==> src/rtl/wrmv_pkg.sv <==
package wrmv_pkg;

	localparam logic [47:0] MAX48 = 48'hFFFF_FFFF_FFFF;
	localparam logic [63:0] MAX64 = 64'hFFFF_FFFF_FFFF_FFFF;
	localparam logic [63:0] ONE24 = 64'h0000_0000_0100_0000;

	localparam int CFG_INDEX_W = 8;
	localparam int CFG_DATA_W = 16;

	localparam logic [CFG_INDEX_W-1:0] REG_VARIANCE_ENABLE = 8'd0;
	localparam logic [CFG_INDEX_W-1:0] REG_BINNING_ENABLE = 8'd1;
	localparam logic [CFG_INDEX_W-1:0] REG_SAMPLES_PER_BIN = 8'd2;
	localparam logic [CFG_INDEX_W-1:0] REG_PRODUCT_MODE = 8'd3;

	typedef enum logic [1:0] {
		MD_MUL,
		MD_SHR24,
		MD_DIV
	} md_kind_t;

	typedef struct packed {
		logic start;
		md_kind_t kind;
		logic [63:0] a;
		logic [63:0] b;
		logic [63:0] d;
	} md_req_t;

	typedef struct packed {
		logic busy;
		logic done;
		logic [63:0] result;
	} md_rsp_t;

	typedef struct packed {
		logic variance_enable;
		logic binning_enable;
		logic [15:0] samples_per_bin;
		logic product_mode;
	} cfg_t;

	typedef struct packed {
		logic clear;
		logic is_new;
		logic in_range;
		logic [7:0] element;
		logic signed [31:0] value_re;
		logic signed [31:0] value_im;
		logic [31:0] weight;
		logic signed [31:0] scalar_re;
		logic signed [31:0] scalar_im;
		logic last_element;
	} item_t;

	typedef struct packed {
		logic signed [31:0] mean_re;
		logic signed [31:0] mean_im;
		logic [47:0] variance_sum;
		logic [47:0] binned_variance_sum;
		logic bin_closed;
	} result_t;

endpackage

==> src/rtl/wrmv_front.sv <==
module wrmv_front #(
	parameter int ELEMENTS = 256
) (
	input logic clk,
	input logic arst_n,
	input logic in_valid,
	output logic in_stall,
	input logic operation,
	input logic [7:0] element,
	input logic signed [31:0] value_re,
	input logic signed [31:0] value_im,
	input logic [31:0] weight,
	input logic signed [31:0] scalar_re,
	input logic signed [31:0] scalar_im,
	input logic last_element,
	input logic q_full,
	output logic q_push,
	output wrmv_pkg::item_t q_item
);

	wrmv_pkg::item_t item_s1;
	logic valid_s1;
	logic accept;

	assign in_stall = valid_s1 && q_full;
	assign accept = in_valid && !in_stall;
	assign q_push = valid_s1 && !q_full;
	assign q_item = item_s1;

	always_ff @(posedge clk or negedge arst_n) begin
		if (!arst_n) begin
			valid_s1 <= 1'b0;
		end else begin
			if (accept) begin
				valid_s1 <= 1'b1;
				item_s1.clear <= operation;
				item_s1.is_new <= (element == 8'd0);
				item_s1.in_range <= (32'(element) < ELEMENTS);
				item_s1.element <= element;
				item_s1.value_re <= value_re;
				item_s1.value_im <= value_im;
				item_s1.weight <= weight;
				item_s1.scalar_re <= scalar_re;
				item_s1.scalar_im <= scalar_im;
				item_s1.last_element <= last_element;
			end else if (q_push) begin
				valid_s1 <= 1'b0;
			end
		end
	end

endmodule

==> config.mk <==
export PLATFORM = sky130hd
export DESIGN_NAME = wrmv_front
export DESIGN_NICKNAME = d
export VERILOG_FILES = /design/src/rtl/wrmv_pkg.sv /design/src/rtl/wrmv_front.sv
export SDC_FILE = /design/constraint.sdc
export NUM_CORES = 1
export LEC_CHECK = 0
export BUFFER_PORTS_ARGS = -buffer_cell sky130_fd_sc_hd__buf_2
export CAP_MARGIN = 20
export CELL_PAD_IN_SITES_DETAIL_PLACEMENT = 1
export CELL_PAD_IN_SITES_GLOBAL_PLACEMENT = 1
export CORE_MARGIN = 4
export CORE_UTILIZATION = 33
export DETAILED_ROUTE_END_ITERATION = 10
export GPL_ROUTABILITY_DRIVEN = 0
export PLACE_DENSITY_LB_ADDON = 0.1
export SLEW_MARGIN = 20
export SYNTH_ARGS = -nofsm -noshare
export SYNTH_HDL_FRONTEND = slang
export SYNTH_SLANG_ARGS = --single-unit
==> constraint.sdc <==
create_clock -name clk -period 10.29 [get_ports clk]
set_input_delay 1.5435 -clock clk [delete_from_list [all_inputs] [get_ports clk]]
set_output_delay 1.5435 -clock clk [all_outputs]
set_load 0.01 [all_outputs]
==> impl_metrics.py, run 1 <==
metrics = {
    "detailed_routing": {
        "routed_via_density": 4.22,
        "routedWlPerCell_um": 18.8,
        "first_pass_iters": 4,
        "ant_nets": 0,
        "drc": 0,
        "drt_iter0_markers": 179,
        "vias": 3254,
        "routed_wl_mm": 14.5,
    },
    "global_route": {
        "overflow": 0,
        "grt_max_degree": 90,
        "antenna_found_initial": 4,
        "grt_pass1_vias": 3577,
        "track_usage_pct": 15.9,
        "grt_pass1_wl_mm": 20.7,
    },
    "sta": {
        "fin_crit_ns": 3.66,
        "period_share_pct": 35.5,
        "slew_headroom_pct": 38.3,
        "setup_ws_ns": 6.63,
        "worst-slew-pin-transition_ns": 0.926,
        "hold_viol_final": 0,
        "fin_hold_ws_ns": 0.718,
        "setup_violations": 0,
        "rsz0062_at_grt": "no",
        "fin_skew_ns": 0.00744,
        "maxSlewViolCount": 0,
        "fin_tns_setup_ns": 0,
        "max_freq_ghz": 0.273,
    },
    "synthesis": {
        "synthCells": 182,
        "synth_seq_cells": 172,
        "synth.net_count": 356,
        "seq_area_frac_synth_pct": 98.9,
        "synth.cell_area_um2": 5220,
        "yosys_warnings": 0,
        "async_flop_share_pct": 0.581,
        "syn_avg_cell_area_um2": 28.7,
        "synth.most_common_cell": "edfxtp_1",
        "ys_types": 10,
        "synthFlopType": "edfxtp_1",
        "synth_top_area_share_pct": 98.4,
        "synth_commonest_cells": "edfxtp_1 (171), nor2_1 (2), or4_1 (2)",
        "yosys.area.top_type": "edfxtp_1",
        "synth_area_leaders": "edfxtp_1 (98%), dfrtp_1 (0.48%), or4_1 (0.29%)",
        "synth-edff-count": 171,
    },
    "setup_path": {
        "critical_path_class": "primary input to flip-flop",
        "r2r_end": "q_item[31]",
        "arrival_ns": 3.69,
        "required_ns": 10.32,
        "reg2reg_depth": 4,
        "ff2ff_setup_slack_ns": 7.49,
        "r2r_start": "valid_s1",
        "start_kind": "primary input",
        "end_kind": "flip-flop",
        "path_max_fanout": 89,
    },
    "floorplan": {
        "start_util_pct": 33.9,
        "die_height_um": 134,
        "io-pin-count": 348,
        "fp.dieW_um": 134,
        "rows": 45,
        "dieArea_um2": 17900,
        "core_area_um2": 15400,
    },
    "placed_design": {
        "pre_cts_ws_ns": 5.89,
        "io_buffers": 346,
        "dp_cells": 740,
        "place_hpwl_mm": 11.7,
    },
    "clock_network": {
        "clockRootBuffer": "clkbuf_16",
        "clk_pin_slew_ns": 0.06,
        "post_cts_resized": 0,
        "clock_path_buffers": 2,
        "cts_tree": "built",
        "post_cts_buffers": 0,
        "holdBufCountCts": 0,
        "htreeDepth": 4,
        "cts-buffers-inserted": 17,
        "insertion_delay_ns": 0.40,
        "clock_sinks": 172,
    },
    "layout": {
        "fillers": 1549,
        "area_growth_pct": 48.6,
        "drive_gt1_share_pct": 66.9,
        "nets": 722,
        "fin_cells": 772,
    },
    "worst_hold_path": {
        "hp-start": "valid_s1",
        "min_path_cells": 2,
        "holdPathEnd": "valid_s1",
        "hold_class": "flip-flop to flip-flop",
    },
    "flow_run": {
        "maxCapViolCount": 0,
    },
    "power": {
        "ir_drop_mv": 0.0951,
        "leakagePower_nw": 3.23,
        "p_per_area_nw_per_um2": 188,
    },
    "status": {
        "status": "complete, no violations",
    },
}
## flip-flops by register name, summed over array words and instances (netlist names)
register  count
valid_s1      1
q_item      171
## layout by cell type (no fill, tap or decap), drive strengths merged
| master | count |
|---|---|
| buf | 348 |
| clkbuf | 22 |
| nor2 | 2 |
| and2 | 1 |
| conb | 1 |
| or2 | 1 |
| clkinv | 5 |
| bufinv | 1 |
| nor2b | 1 |
| nand2 | 1 |
| edfxtp | 171 |
| diode | 2 |
| clkinvlp | 2 |
| dfrtp | 1 |
| or4 | 2 |
## kinds of logic after synthesis
family                 after synthesis  share of synthesized area (%)
flip-flops                         172                           98.9
other                                1                         0.0719
AND/OR/NAND/NOR                      8                          0.864
buffers and inverters                1                          0.144
## through the flow
step                      power [mW]  area, um2  util (%)
after detailed placement       0.914       7230      47.0
after global placement         0.910       7230      47.0
final                           1.46       7750      50.4
after global routing            1.52       7750      50.4
after CTS                       1.49       7740      50.4
after floorplan                0.856       5220         -
## metal layers
layer	wire length [um]	global-route usage (%)	part of all wire [%]	vias to the layer above
li1	-	-	-	1470
met4	444	7.60	3.1	6
met5	34	0	0.23	-
met3	1590	7.74	11	32
met2	7840	28.9	54	209
met1	4620	14.8	32	1537
## report_power, final
part	switching (mW)	total, mW	leakage (nW)	internal, mW
logic	0.0473	0.0869	1.39	0.0396
clock network	0.236	0.564	0.247	0.328
registers	0.00592	0.809	1.59	0.803
total	0.289	1.46	3.23	1.17
## critical path, stage by stage
cell    delay [ns]
buf_2         0.10
and2_1        0.19
nor2_4        0.27
buf_4         0.76
buf_6         0.70
## worst max path at each step
stage,slack (ns),startpoint,endpoint
floorplan,0.71,q_full,q_item[0]
global placement,5.98,q_full,q_item[129]
detailed placement,5.89,q_full,q_item[158]
CTS,6.34,q_full,q_item[26]
global route,6.46,q_full,q_item[31]
finish,6.63,q_full,q_item[31]
## final cells by class
type | count | area (um2) | share of cell area (%)
clock buffers | 22 | 444 | 5.73
clock inverters | 8 | 72.6 | 0.936
multi-input cells | 9 | 56.3 | 0.726
well taps | 211 | 264 | 3.41
diodes | 2 | 5.00 | 0.0646
repair buffers | 348 | 1750 | 22.6
flip-flops and latches | 172 | 5160 | 66.6
Note: power is estimated with default switching activity, not from simulation.
==> inputs of run 2 (changes only) <==
--- a/config.mk
+++ b/config.mk
@@ -10,7 +10,7 @@
 export CELL_PAD_IN_SITES_DETAIL_PLACEMENT = 1
 export CELL_PAD_IN_SITES_GLOBAL_PLACEMENT = 1
 export CORE_MARGIN = 4
-export CORE_UTILIZATION = 33
+export CORE_UTILIZATION = 30
 export DETAILED_ROUTE_END_ITERATION = 10
 export GPL_ROUTABILITY_DRIVEN = 0
 export PLACE_DENSITY_LB_ADDON = 0.1
==> constraint.sdc (replaced) <==
create_clock -name clk -period 3 [get_ports clk]
set_input_delay 0.45 -clock clk [delete_from_list [all_inputs] [get_ports clk]]
set_output_delay 0.45 -clock clk [all_outputs]
set_load 0.01 [all_outputs]
==> impl_metrics.py, run 2 (synthesized netlist as in run 1, its figures left out) <==
metrics = {
    "setup_path": {
        "critical_path_class": "primary input to flip-flop",
        "start_kind": "primary input",
        "arrival_ns": 1.92,
        "r2r_start": "valid_s1",
        "ff2ff_setup_slack_ns": 1.42,
        "endpoint": "q_item[85]",
        "path_max_fanout": 60,
        "crit_start": "arst_n",
        "r2r_end": "q_item[85]",
        "reg2reg_depth": 3,
        "end_kind": "flip-flop",
        "required_ns": 3.08,
    },
    "power": {
        "leakagePower_nw": 3.31,
        "p_per_area_nw_per_um2": 683,
        "ir_drop_mv": 0.374,
        "power.total_mw": 5.42,
    },
    "floorplan": {
        "die_height_um": 140,
        "core_area_um2": 16800,
        "dieArea_um2": 19600,
        "io-pin-count": 348,
        "rows": 47,
        "fp.dieW_um": 140,
        "start_util_pct": 31.0,
    },
    "sta": {
        "rsz0062_at_grt": "no",
        "fin_skew_ns": 0.00392,
        "period_share_pct": 61.2,
        "setup_violations": 0,
        "fin_crit_ns": 1.84,
        "max_freq_ghz": 0.545,
        "setup_ws_ns": 1.16,
        "maxSlewViolCount": 0,
        "hold_viol_final": 0,
    },
    "layout": {
        "layout_common_cells": "buf_2 (346), edfxtp_1 (171), clkbuf_16 (17), bufinv_16 (5)",
        "fillers": 1714,
        "largest_reg_flops": 171,
        "fin_area_um2": 7940,
        "antennaDiodeCount": 0,
        "layout_commonest_cell": "buf_2",
        "area_growth_pct": 52.1,
        "fin_cells": 784,
        "nets": 725,
        "drive_gt1_share_pct": 67.4,
    },
    "clock_network": {
        "clock_sinks": 172,
        "insertion_delay_ns": 0.41,
        "clockRootBuffer": "clkbuf_16",
        "post_cts_resized": 0,
        "clock_path_buffers": 2,
        "post_cts_buffers": 0,
        "cts-buffers-inserted": 17,
        "cts_tree": "built",
        "holdBufCountCts": 1,
        "htreeDepth": 4,
        "clk_pin_slew_ns": 0.06,
    },
    "worst_hold_path": {
        "hold_class": "primary input to flip-flop",
        "min_path_cells": 1,
        "hp-start": "value_re[29]",
    },
    "placed_design": {
        "place_hpwl_mm": 11.9,
        "pre_cts_ws_ns": 1.22,
        "dpl_cell_area_um2": 7290,
        "dp_cells": 751,
        "io_buffers": 346,
    },
    "global_route": {
        "grt_max_degree": 61,
        "track_usage_pct": 15.0,
        "antenna_found_initial": 1,
        "grt_pass1_vias": 3630,
        "grt_pass1_wl_mm": 21.6,
        "overflow": 0,
    },
    "detailed_routing": {
        "drt_iter0_markers": 138,
        "drc": 0,
        "vias": 3212,
        "ant_nets": 0,
        "routed_wl_mm": 15.0,
        "routedWlPerCell_um": 19.1,
        "routed_via_density": 4.10,
        "first_pass_iters": 3,
    },
    "flow_run": {
        "maxCapViolCount": 0,
    },
    "status": {
        "status": "complete, no violations",
    },
}
## run 2: worst max-delay path, stage by stage
cell           delay, ns
dlygate4sd3_1       0.52
buf_2               0.12
nand2_1             0.08
nor2_4              0.35
buf_12              0.34
## run 2: how the worst min path moves through the flow
stage             endpoint  slack (ns)
6_report       q_item[158]        0.21
5_1_grt        q_item[158]        0.18
4_1_cts        q_item[144]        0.18
3_5_place_dp      valid_s1        0.24
3_3_place_gp      valid_s1        0.23
2_1_floorplan     valid_s1        0.15
## run 2: report_power, final
| part | total, mW | switching, mW | internal [mW] |
|---|---|---|---|
| registers | 2.77 | 0.0197 | 2.75 |
| clock network | 2.34 | 0.865 | 1.47 |
| logic | 0.310 | 0.165 | 0.144 |
## run 2: final cells by class
| class | instances | area, um2 | area share [%] |
|---|---|---|---|
| clock inverters | 12 | 195 | 2.46 |
| multi-input cells | 9 | 58.8 | 0.741 |
| clock buffers | 20 | 437 | 5.50 |
| well taps | 220 | 275 | 3.47 |
| repair buffers | 351 | 1810 | 22.8 |
| flip-flops and latches | 172 | 5160 | 65.0 |
## run 2: routing by layer
metal  routed length (um)  GRT usage [%]  vias to the layer above
li1                     -              -                     1471
met1                 5060           14.6                     1512
met2                 8150           27.1                      201
met3                 1350           6.45                       26
met4                  396           7.09                        2
met5                   13              0                        -
## run 2: stage by stage
step | TNS (ns) | utilization, % | hold slack [ns]
after floorplan | -94.16 | - | 0.154
after global placement | 0 | 43.4 | 0.233
after detailed placement | 0 | 43.4 | 0.240
after CTS | 0 | 47.2 | 0.181
after global routing | 0 | 47.2 | 0.180
final | 0 | 47.2 | 0.209
