===== config.mk =====
export PLATFORM = sky130hd
export DESIGN_NAME = wrmv_queue
export DESIGN_NICKNAME = d
export VERILOG_FILES = /design/src/rtl/wrmv_pkg.sv /design/src/rtl/wrmv_queue.sv
export SDC_FILE = /design/constraint.sdc
export NUM_CORES = 1
export LEC_CHECK = 0
export ABC_AREA = 1
export BUFFER_PORTS_ARGS = -buffer_cell sky130_fd_sc_hd__buf_2
export CAP_MARGIN = 10
export CORE_MARGIN = 5
export CORE_UTILIZATION = 35
export CTS_CLUSTER_SIZE = 12
export DETAILED_ROUTE_END_ITERATION = 12
export SYNTH_ARGS = -nofsm -noshare
export SYNTH_HDL_FRONTEND = slang
export SYNTH_SLANG_ARGS = --single-unit

===== constraint.sdc =====
create_clock -name clk -period 17.7 [get_ports clk]
set_input_delay 4.425 -clock clk [delete_from_list [all_inputs] [get_ports clk]]
set_output_delay 4.425 -clock clk [all_outputs]
set_load 0.05 [all_outputs]

===== src/rtl/wrmv_pkg.sv =====
package wrmv_pkg;

	localparam logic [47:0] MAX48 = 48'hFFFF_FFFF_FFFF;
	localparam logic [63:0] MAX64 = 64'hFFFF_FFFF_FFFF_FFFF;
	localparam logic [63:0] ONE24 = 64'h0000_0000_0100_0000;

	localparam int CFG_INDEX_W = 8;
	localparam int CFG_DATA_W = 16;

	localparam logic [CFG_INDEX_W-1:0] REG_VARIANCE_ENABLE = 8'd0;
	localparam logic [CFG_INDEX_W-1:0] REG_BINNING_ENABLE = 8'd1;
	localparam logic [CFG_INDEX_W-1:0] REG_SAMPLES_PER_BIN = 8'd2;
	localparam logic [CFG_INDEX_W-1:0] REG_PRODUCT_MODE = 8'd3;

	typedef enum logic [1:0] {
		MD_MUL,
		MD_SHR24,
		MD_DIV
	} md_kind_t;

	typedef struct packed {
		logic start;
		md_kind_t kind;
		logic [63:0] a;
		logic [63:0] b;
		logic [63:0] d;
	} md_req_t;

	typedef struct packed {
		logic busy;
		logic done;
		logic [63:0] result;
	} md_rsp_t;

	typedef struct packed {
		logic variance_enable;
		logic binning_enable;
		logic [15:0] samples_per_bin;
		logic product_mode;
	} cfg_t;

	typedef struct packed {
		logic clear;
		logic is_new;
		logic in_range;
		logic [7:0] element;
		logic signed [31:0] value_re;
		logic signed [31:0] value_im;
		logic [31:0] weight;
		logic signed [31:0] scalar_re;
		logic signed [31:0] scalar_im;
		logic last_element;
	} item_t;

	typedef struct packed {
		logic signed [31:0] mean_re;
		logic signed [31:0] mean_im;
		logic [47:0] variance_sum;
		logic [47:0] binned_variance_sum;
		logic bin_closed;
	} result_t;

endpackage


===== src/rtl/wrmv_queue.sv =====
module wrmv_queue (
	input logic clk,
	input logic arst_n,
	input logic push,
	input wrmv_pkg::item_t push_item,
	output logic full,
	input logic pop,
	output wrmv_pkg::item_t pop_item,
	output logic empty
);

	wrmv_pkg::item_t buf_q [2];
	logic wptr_q;
	logic rptr_q;
	logic [1:0] count_q;

	assign full = (count_q == 2'd2);
	assign empty = (count_q == 2'd0);
	assign pop_item = buf_q[rptr_q];

	always_ff @(posedge clk or negedge arst_n) begin
		if (!arst_n) begin
			wptr_q <= 1'b0;
			rptr_q <= 1'b0;
			count_q <= 2'd0;
		end else begin
			if (push && !full) begin
				buf_q[wptr_q] <= push_item;
				wptr_q <= !wptr_q;
			end
			if (pop && !empty) begin
				rptr_q <= !rptr_q;
			end
			if ((push && !full) && !(pop && !empty)) begin
				count_q <= count_q + 2'd1;
			end else if (!(push && !full) && (pop && !empty)) begin
				count_q <= count_q - 2'd1;
			end
		end
	end

endmodule


==> results_dict.tcl, run 1 <==
set metrics [dict create \
    dieWidth_um 202.5 \
    cpPeakStageDelay_ns 0.82 \
    power-per-cell-area_mw_per_mm2 189.4 \
    p_leak_uw 0.006807 \
    antenna_left 0 \
    drc 0 \
    syn-cell-area_mm2 0.01297 \
    synth_area_per_cell_um2 13.93 \
    slowest_stage "buf_4" \
    grt_pass1_vias 8124 \
    drive_gt1_share_pct 31.21 \
    clk_pin_slew_worst_paths_ns 0.06 \
    ir_drop_uv 154.7 \
    vias_per_cell 4.492 \
    cp-start-kind "flip-flop" \
    row_count 70 \
    cts_resized 0 \
    fillerInstances 3421 \
    hold_path_class "flip-flop to flip-flop" \
    die-area_mm2 0.04101 \
    antenna_found_initial 14 \
    min_period_ns 7.530 \
    crit_required_ns 13.28 \
    regArea_mm2 0.01043 \
    initial_core_util_pct 35.43 \
    yosys.cell_types.count 16 \
    p_total_uw 3043 \
    tritoncts "yes" \
    dr_total_vias 8028 \
    port_buffers 349 \
    whs_ns 0.4912 \
    syn-num-nets 1108 \
    crit_family "buffers and inverters" \
    cp-startpoint "rptr_q" \
    min_period_over_period_pct 42.54 \
    crit_buf_inv 3 \
    cts_root_buf "clkbuf_16" \
    path_cells "inv_6 > buf_4 > nand2_1 > nand2_1 > buf_2" \
    firstDrtPassIters 4 \
    status "finished, final reports clean" \
    yosysWarningCount 0 \
    grtUsageTotal_pct 14.23 \
    max-clock-path-buffers 3 \
    ys_seq_elements 348 \
    drtIter0Drc 346 \
    worst_pin_slew_ns 1.073 \
    path_max_fanout 92 \
    placed_cell_area_mm2 0.01493 \
    final_max_slew_viol_count 0 \
    place_congestion 0.7946 \
    hold_viol 0 \
    hold_path_startpoint "wptr_q" \
    crit_path_end_kind "output port" \
    grt_pass1_wl_um 45890 \
    cts_setup_buffers 0 \
    fp.dieH_um 202.5 \
    clkLatencyLatePin_ns 0.54 \
    crit_arrival_ns 3.11 \
    areaGrowthSynthToFinish_pct 23.84 \
    fin_area_mm2 0.01606 \
    htreeDepth 2 \
    cpMostUsedCell "nand2_1" \
    critPathKind "flip-flop to output port" \
    rsz0062_at_grt "no" \
    drt-total-wl_um 30230 \
    coreArea_mm2 0.03661 \
    final_util_pct 43.88 \
    dp_hpwl_um 19740 \
    slew_headroom_pct 28.46 \
    r2r-start "count_q[1]" \
    yosysSeqAreaShare_pct 80.41 \
    postCtsHoldBufs 0 \
    syn_inst 931 \
    numCtsBuffers 38 \
    skew_ns 0.02021 \
    grt_max_degree 93 \
    tns_ns 0 \
    fin_nets 1468 \
    overflow 0 \
    wl_per_cell_um 16.92 \
    multi_input_area_mm2 0.002058 \
    clock-sinks 348 \
    r2r_slack_ns 14.74 \
    timing.fmax_mhz 132.8 \
    finalSetupViolCount 0 \
    max-cap-violations 0 \
    ios 350 \
]
cells in the final DEF (no fill, tap or decap), types with 2 or more instances in the layout:
cell / n
buf_2: 349
inv_1: 7
edfxtp_1: 344
clkbuf_16: 41
clkinv_2: 5
nor2_2: 2
diode_2: 2
clkbuf_1: 11
clkinv_1: 8
dfrtp_1: 3
o21ai_0: 2
nand2_1: 525
buf_4: 9
path summary, 6_finish.rpt:
| kind | cells past startpoint | end |
|---|---|---|
| min in group asynchronous | 1 | wptr_q |
| max in group asynchronous | 1 | rptr_q |
| setup / recovery | 5 | pop_item[15] |
| hold / removal | 2 | wptr_q |
| hold reg to reg | 2 | wptr_q |
| setup reg to reg | 7 | buf_q[0][77] |
registers in the layout, summed over array words and instances (netlist names):
| register | count |
|---|---|
| count_q | 2 |
| rptr_q | 1 |
| buf_q | 344 |
| wptr_q | 1 |
tightest hold or removal path: cells and delay by family, from the launching register on:
kind | cells | cell delay (ns)
DFF | 1 | 0.35
and+or+nand+nor | 2 | 0.12
layer usage:
metal	vias up	wire, um	track usage (%)
met2	285	13680	22.05
met3	69	3512	7.970
met4	24	575	3.589
met1	3776	12310	17.40
met5	-	157	0
li1	3874	-	-
Yosys cell counts:
library cell | instances | area, um2
nand3b_1 | 1 | 7.510
nand4_1 | 1 | 6.260
nand2_1 | 525 | 1971
dfrtp_1 | 4 | 100.1
xnor2_1 | 1 | 8.760
nor3_1 | 1 | 5.000
ha_1 | 1 | 12.51
nor2_1 | 2 | 7.510
edfxtp_1 | 344 | 10330
nor2_2 | 2 | 12.51
o21ai_0 | 2 | 10.01
buf_8 | 10 | 150.1
nand3_1 | 1 | 5.000
buf_6 | 28 | 315.3
inv_2 | 1 | 3.750
inv_1 | 7 | 26.28
final cells by class:
| cell class | instances | area share, % |
|---|---|---|
| well taps | 468 | 3.645 |
| diodes | 2 | 0.03116 |
| clock inverters | 14 | 0.3973 |
| multi-input cells | 537 | 12.81 |
| flip-flops and latches | 348 | 64.96 |
| clock buffers | 52 | 6.644 |
| repair buffers | 358 | 11.29 |
| inverters | 8 | 0.2181 |
metrics by stage:
step | setup slack, ns | instances
final | 10.17 | 1787
after global routing | 9.871 | 1785
after CTS | 10.06 | 1785
after detailed placement | 10.66 | 1719
after global placement | 10.66 | 1719
after floorplan | 0.6721 | 931
power by group:
group / internal [uW] / total (uW) / switching (uW)
sequential: 1020 / 1050 / 28.1
clock: 420 / 721 / 301
combinational: 229 / 1270 / 1040
cells by family after synthesis:
kind of cell,synth area share (%)
and+or+nand+nor,15.53
adders and majority gates,0.09644
buffers and inverters,3.820
xor gates and xnor gates,0.06753
DFF,80.41
AOI/OAI and AO/OA,0.07717
(Power assumes the default switching activity.)
==> inputs of run 2 (changes only) <==
ABC_AREA = 0   (was 1)
clock period = 7.4 ns   (was 17.7 ns; I/O delays follow)
==> run 2 against run 1 <==
Net effect: cell area down 0.39%; cell count decreased by 21%; clock-buffer cell count is 1 higher; routed wire length is 12% lower; clock power grew 140%; via count decreased by 20%; combinational power is 93% higher; global-route usage is 1.5 points lower; sequential power is 150% higher; highest routed layer unchanged.
==> results_dict.tcl, run 2 <==
set metrics [dict create \
    status "finished, final reports clean" \
    min_period_over_period_pct 64.28 \
    slowest_stage "dfrtp_4" \
    power-per-cell-area_mw_per_mm2 421.1 \
    place_congestion 0.7073 \
    initial_core_util_pct 35.57 \
    crit_required_ns 5.55 \
    synth_edf_count 344 \
    final_max_slew_viol_count 0 \
    dp_slack_ns 3.139 \
    path_max_fanout 103 \
    grt_pass1_vias 6881 \
    die-area_mm2 0.04024 \
    yosysTopAreaCell "edfxtp_1" \
    largest_reg_flops 344 \
    max-clock-path-buffers 3 \
    synth_common_cells "344 x edfxtp_1, 172 x mux2_2, 13 x clkbuf_8, 6 x buf_6, 4 x dfrtp_1" \
    drive_gt1_share_pct 60.36 \
    areaGrowthSynthToFinish_pct 25.85 \
    critPathKind "flip-flop to output port" \
    max-cap-violations 0 \
    antenna_left 0 \
    tritoncts "yes" \
    holdPathStages 1 \
    r2r_end "buf_q[1][46]" \
    grt_max_degree 104 \
    cts_root_buf "clkbuf_16" \
    r2r-start "count_q[0]" \
    drtIter0Drc 243 \
    reg_top3 "buf_q: 344 flops, count_q: 2 flops" \
    cp-start-kind "flip-flop" \
    overflow 0 \
    worst_pin_slew_ns 1.024 \
    yosys.cell_types.count 15 \
    slew_headroom_pct 31.71 \
    dr_total_vias 6449 \
    vias_per_cell 4.542 \
    port_buffers 349 \
    swShare_pct 38.62 \
    skew_ns 0.01027 \
    regMostFlops "buf_q" \
    path_cells "buf_12 > mux2_2 > buf_2" \
    syn-cell-area_mm2 0.01271 \
    clkLatencyLatePin_ns 0.51 \
    whs_endpoint "count_q[1]" \
    crit_arrival_ns 2.91 \
    drt-total-wl_um 26700 \
    r2r_slack_ns 4.77 \
    async_flop_share_pct 1.149 \
    synth_area_per_cell_um2 22.95 \
    drc 0 \
    rsz0062_at_grt "no" \
    grt_pass1_wl_um 40280 \
    cpPeakStageDelay_ns 1.06 \
    clock-sinks 348 \
    synth_top_area_share_pct 81.25 \
    dp_hpwl_um 17790 \
    p_leak_uw 0.005878 \
    ir_drop_uv 219.7 \
    fp.dieH_um 200.6 \
    yosysWarningCount 0 \
    postCtsHoldBufs 0 \
    fillerInstances 3178 \
    cts_setup_buffers 0 \
    seq_power_share_pct 38.3 \
    synthFlopType "edfxtp_1" \
    fin_nets 1108 \
    ios 350 \
    antenna_found_initial 6 \
    hold_path_class "flip-flop to flip-flop" \
    clock_power_share_pct 25.3 \
    dieWidth_um 200.6 \
    grtUsageTotal_pct 12.71 \
    numCtsBuffers 38 \
    min_period_ns 4.757 \
    syn-num-nets 731 \
    yosysSeqAreaShare_pct 82.04 \
    cts_resized 0 \
    wl_per_cell_um 18.80 \
    synth_most_common_cell "edfxtp_1" \
    synthTopCellsByArea "edfxtp_1 81%, mux2_2 15%, clkbuf_8 1.4%" \
    ys_seq_elements 348 \
    tns_ns 0 \
    hold_viol 0 \
    hold_path_startpoint "count_q[1]" \
    coreArea_mm2 0.03574 \
    r2r_cells 5 \
    row_count 69 \
    mostFrequentLayoutCells "349 x buf_2, 344 x edfxtp_1, 172 x mux2_2" \
    combPwrFrac_pct 36.4 \
    clk_pin_slew_worst_paths_ns 0.06 \
    final_common_cell "buf_2" \
    intPower_uw 4135 \
    finalSetupViolCount 0 \
    firstDrtPassIters 4 \
    p_switching_uw 2602 \
    crit_path_end_kind "output port" \
    syn_inst 554 \
    setup_ws_ns 2.643 \
    timing.fmax_mhz 210.2 \
    htreeDepth 2 \
]
## run 2: cell count changes in the layout (fill, tap and decap cells not counted), moves of 3 or more
cell	previous run	this run
buf_4	9	6
clkbuf_1	11	14
clkinv_1	8	5
inv_1	7	2
mux2_2	0	172
nand2_1	525	1
## run 2: per-layer routing
layer / part of all wire (%) / GRT usage [%]
met5: 0.13 / 0
met4: 2.8 / 4.277
met3: 8.6 / 5.153
met2: 50 / 21.47
met1: 39 / 14.82
## run 2: critical path, delay by kind of cell, from the launching register on
kind,cells,cell delay (ns)
mux,1,0.42
flops,1,1.06
buf+inv,2,0.73
## run 2: cell families after synthesis
family                     count (synthesis)  synth area share (%)
and+or+nand+nor                            6                0.2461
buffers and inverters                     21                 1.998
DFF                                      348                 82.04
muxes                                    172                 15.23
xor gates and xnor gates                   5                0.3445
AOI/OAI and AO/OA                          1               0.03933
adders and majority gates                  1               0.09840
## run 2: worst max-delay path by stage
| stage | startpoint | to | slack [ns] | cells after the start |
|---|---|---|---|---|
| floorplan | push | buf_q[0][0] | 0.57 | 2 |
| CTS | rptr_q | pop_item[140] | 2.59 | 3 |
| global placement | rptr_q | pop_item[123] | 3.14 | 3 |
| finish | rptr_q | pop_item[140] | 2.64 | 3 |
| global route | rptr_q | pop_item[140] | 2.49 | 3 |
| detailed placement | rptr_q | pop_item[140] | 3.14 | 3 |
## run 2: area by class of cell
| class | instances | area (um2) | area share [%] |
|---|---|---|---|
| Sequential cell | 348 | 10430 | 65.21 |
| Multi-Input combinational cell | 185 | 2046 | 12.79 |
| Timing Repair Buffer | 356 | 1812 | 11.32 |
| Clock buffer | 53 | 1028 | 6.428 |
| Tap cell | 461 | 576.8 | 3.605 |
| Clock inverter | 12 | 88.84 | 0.5552 |
| Inverter | 2 | 7.507 | 0.04692 |
| Antenna cell | 3 | 7.507 | 0.04692 |
## run 2: power by group through the flow
stage                     Sequential, uW  Clock [uW]  Combinational (uW)
after floorplan                     2570           0                2100
after global placement              2620           0                2480
after detailed placement            2630           0                2480
after CTS                           2590        1760                2490
after global routing                2610        1860                2560
final                               2580        1710                2450
## run 2: through the flow
stage | area (um2) | instances | total power [uW] | hold slack [ns] | util (%)
after floorplan | 12720 | 554 | 4669 | 0.4796 | -
after global placement | 14880 | 1352 | 5103 | 0.4943 | 41.62
after detailed placement | 14880 | 1352 | 5116 | 0.5004 | 41.62
after CTS | 15990 | 1417 | 6842 | 0.5077 | 44.75
after global routing | 16000 | 1420 | 7028 | 0.5612 | 44.77
final | 16000 | 1420 | 6737 | 0.5084 | 44.77
==> inputs of run 3 (changes only) <==
clock period = 4.08 ns   (was 7.4 ns; I/O delays follow)
==> run 3 against run 2 <==
Net effect: sequential cell count did not move; largest cell class unchanged; cell count fell by 0.21%; worst hold slack got worse by 0.19 ns; highest routed layer unchanged; routed wire length rose by 2.4%; sequential share of layout area fell by 0.26 points; clock skew fell by 0.0043 ns; first-iteration DRC count rose by 2.5%.
==> results_dict.tcl, run 3 (same netlist as run 2, synthesis figures left out) <==
set metrics [dict create \
    initial_core_util_pct 35.57 \
    wl_per_cell_um 19.29 \
    clock-sinks 348 \
    hold_viol 0 \
    dp_hpwl_um 18760 \
    combPwrFrac_pct 37.7 \
    ios 350 \
    grt_pass1_wl_um 41140 \
    areaGrowthSynthToFinish_pct 26.37 \
    numCtsBuffers 37 \
    p_leak_uw 0.005900 \
    drt-total-wl_um 27330 \
    path_cells "buf_12 > mux2_2 > buf_2" \
    p_switching_uw 4715 \
    mostFrequentLayoutCells "349 x buf_2, 344 x edfxtp_1, 172 x mux2_2" \
    largest_reg_flops 344 \
    coreArea_mm2 0.03574 \
    overflow 0 \
    ir_drop_uv 432.1 \
    htreeDepth 2 \
    fin_area_mm2 0.01607 \
    port_buffers 349 \
    slowest_stage "dfrtp_4" \
    p_total_uw 12150 \
    dr_total_vias 6491 \
    grtUsageTotal_pct 12.99 \
    clk_pin_slew_worst_paths_ns 0.06 \
    place_congestion 0.7471 \
    fillerInstances 3155 \
    status "finished, final reports clean" \
    drive_gt1_share_pct 60.73 \
    regArea_mm2 0.01043 \
    regMostFlops "buf_q" \
    vias_per_cell 4.581 \
    final_common_cell "buf_2" \
    swShare_pct 38.80 \
    min_period_ns 3.412 \
    crit_buf_inv 2 \
    drtIter0Drc 249 \
    clkLatencyLatePin_ns 0.51 \
    drc 0 \
    finalSetupViolCount 0 \
    worst_pin_slew_ns 0.6431 \
    hold_path_class "primary input to asynchronous set/reset pin" \
    r2r_cells 5 \
    max-clock-path-buffers 3 \
    placed_cell_area_mm2 0.01503 \
    antenna_left 0 \
    tritoncts "yes" \
    cts_setup_buffers 0 \
    crit_arrival_ns 2.39 \
    cts_resized 0 \
    firstDrtPassIters 4 \
    crit_family "flip-flops" \
    path_max_fanout 50 \
    max-cap-violations 0 \
    slew_headroom_pct 57.12 \
    row_count 69 \
    power-per-cell-area_mw_per_mm2 756.5 \
    dieWidth_um 200.6 \
    final_util_pct 44.95 \
    cts_root_buf "clkbuf_16" \
    timing.fmax_mhz 293.1 \
    cp.depth 3 \
    die-area_mm2 0.04024 \
    grt_max_degree 84 \
    skew_ns 0.006014 \
    critPathKind "flip-flop to output port" \
    cp-start-kind "flip-flop" \
    rsz0062_at_grt "no" \
    postCtsHoldBufs 0 \
    clock_power_share_pct 24.1 \
    grt_pass1_vias 7015 \
    multi_input_area_mm2 0.002062 \
    antenna_found_initial 6 \
    seq_power_share_pct 38.1 \
    fin_nets 1112 \
    min_period_over_period_pct 83.62 \
    r2r_slack_ns 1.88 \
    fp.dieH_um 200.6 \
    final_max_slew_viol_count 0 \
    whs_ns 0.3200 \
    intPower_uw 7438 \
    crit_path_end_kind "output port" \
    reg_top3 "buf_q: 344 flops, count_q: 2 flops" \
    crit_required_ns 3.06 \
    cpPeakStageDelay_ns 0.84 \
]
==> run 3: cell type report <==
class                      count  share of cell area, %
antenna                        1                0.01558
clock buffer                  50                  6.192
clock inverter                 9                 0.2414
inverter                       2                0.04673
multi-input combinational    185                  12.83
sequential                   348                  64.95
tap                          461                  3.590
timing repair buffer         361                  12.13
==> run 3: metal layers <==
metal / global-route usage [%] / vias to the layer above / wire length (um) / share of wire [%]
li1: - / 2968 / - / -
met1: 14.93 / 3213 / 10430 / 38
met2: 22.60 / 244 / 13850 / 51
met3: 5.186 / 56 / 2401 / 8.8
met4: 3.638 / 10 / 593 / 2.2
met5: 0 / - / 59 / 0.22
==> run 3: power by group through the flow <==
stage	registers [uW]	logic, uW	clock network (uW)
5_1_grt	4680	4780	3180
4_1_cts	4650	4660	3040
6_report	4640	4590	2930
2_1_floorplan	4640	3820	0
3_5_place_dp	4720	4640	0
3_3_place_gp	4700	4630	0
==> run 3: path summary, 6_finish.rpt <==
path	to	from
max	pop_item[153]	rptr_q
min	wptr_q	arst_n
max reg2reg	buf_q[1][94]	count_q[0]
min reg2reg	count_q[1]	count_q[1]
max in group asynchronous	rptr_q	arst_n
min in group clk	count_q[1]	count_q[1]
==> run 3: worst register-to-register path: stages (launching register included) <==
cell	delay [ns]
dfrtp_1	0.43
nand2b_1	0.26
nand2_8	0.08
inv_1	0.08
and3_4	0.61
buf_4	0.42
==> run 3: per-stage QoR <==
step	TNS [ns]	instances	setup WS, ns
global placement	0	1357	1.183
finish	0	1417	0.6685
detailed placement	0	1357	1.185
CTS	0	1416	0.6004
global route	0	1416	0.5630
floorplan	-303.93	554	-1.767
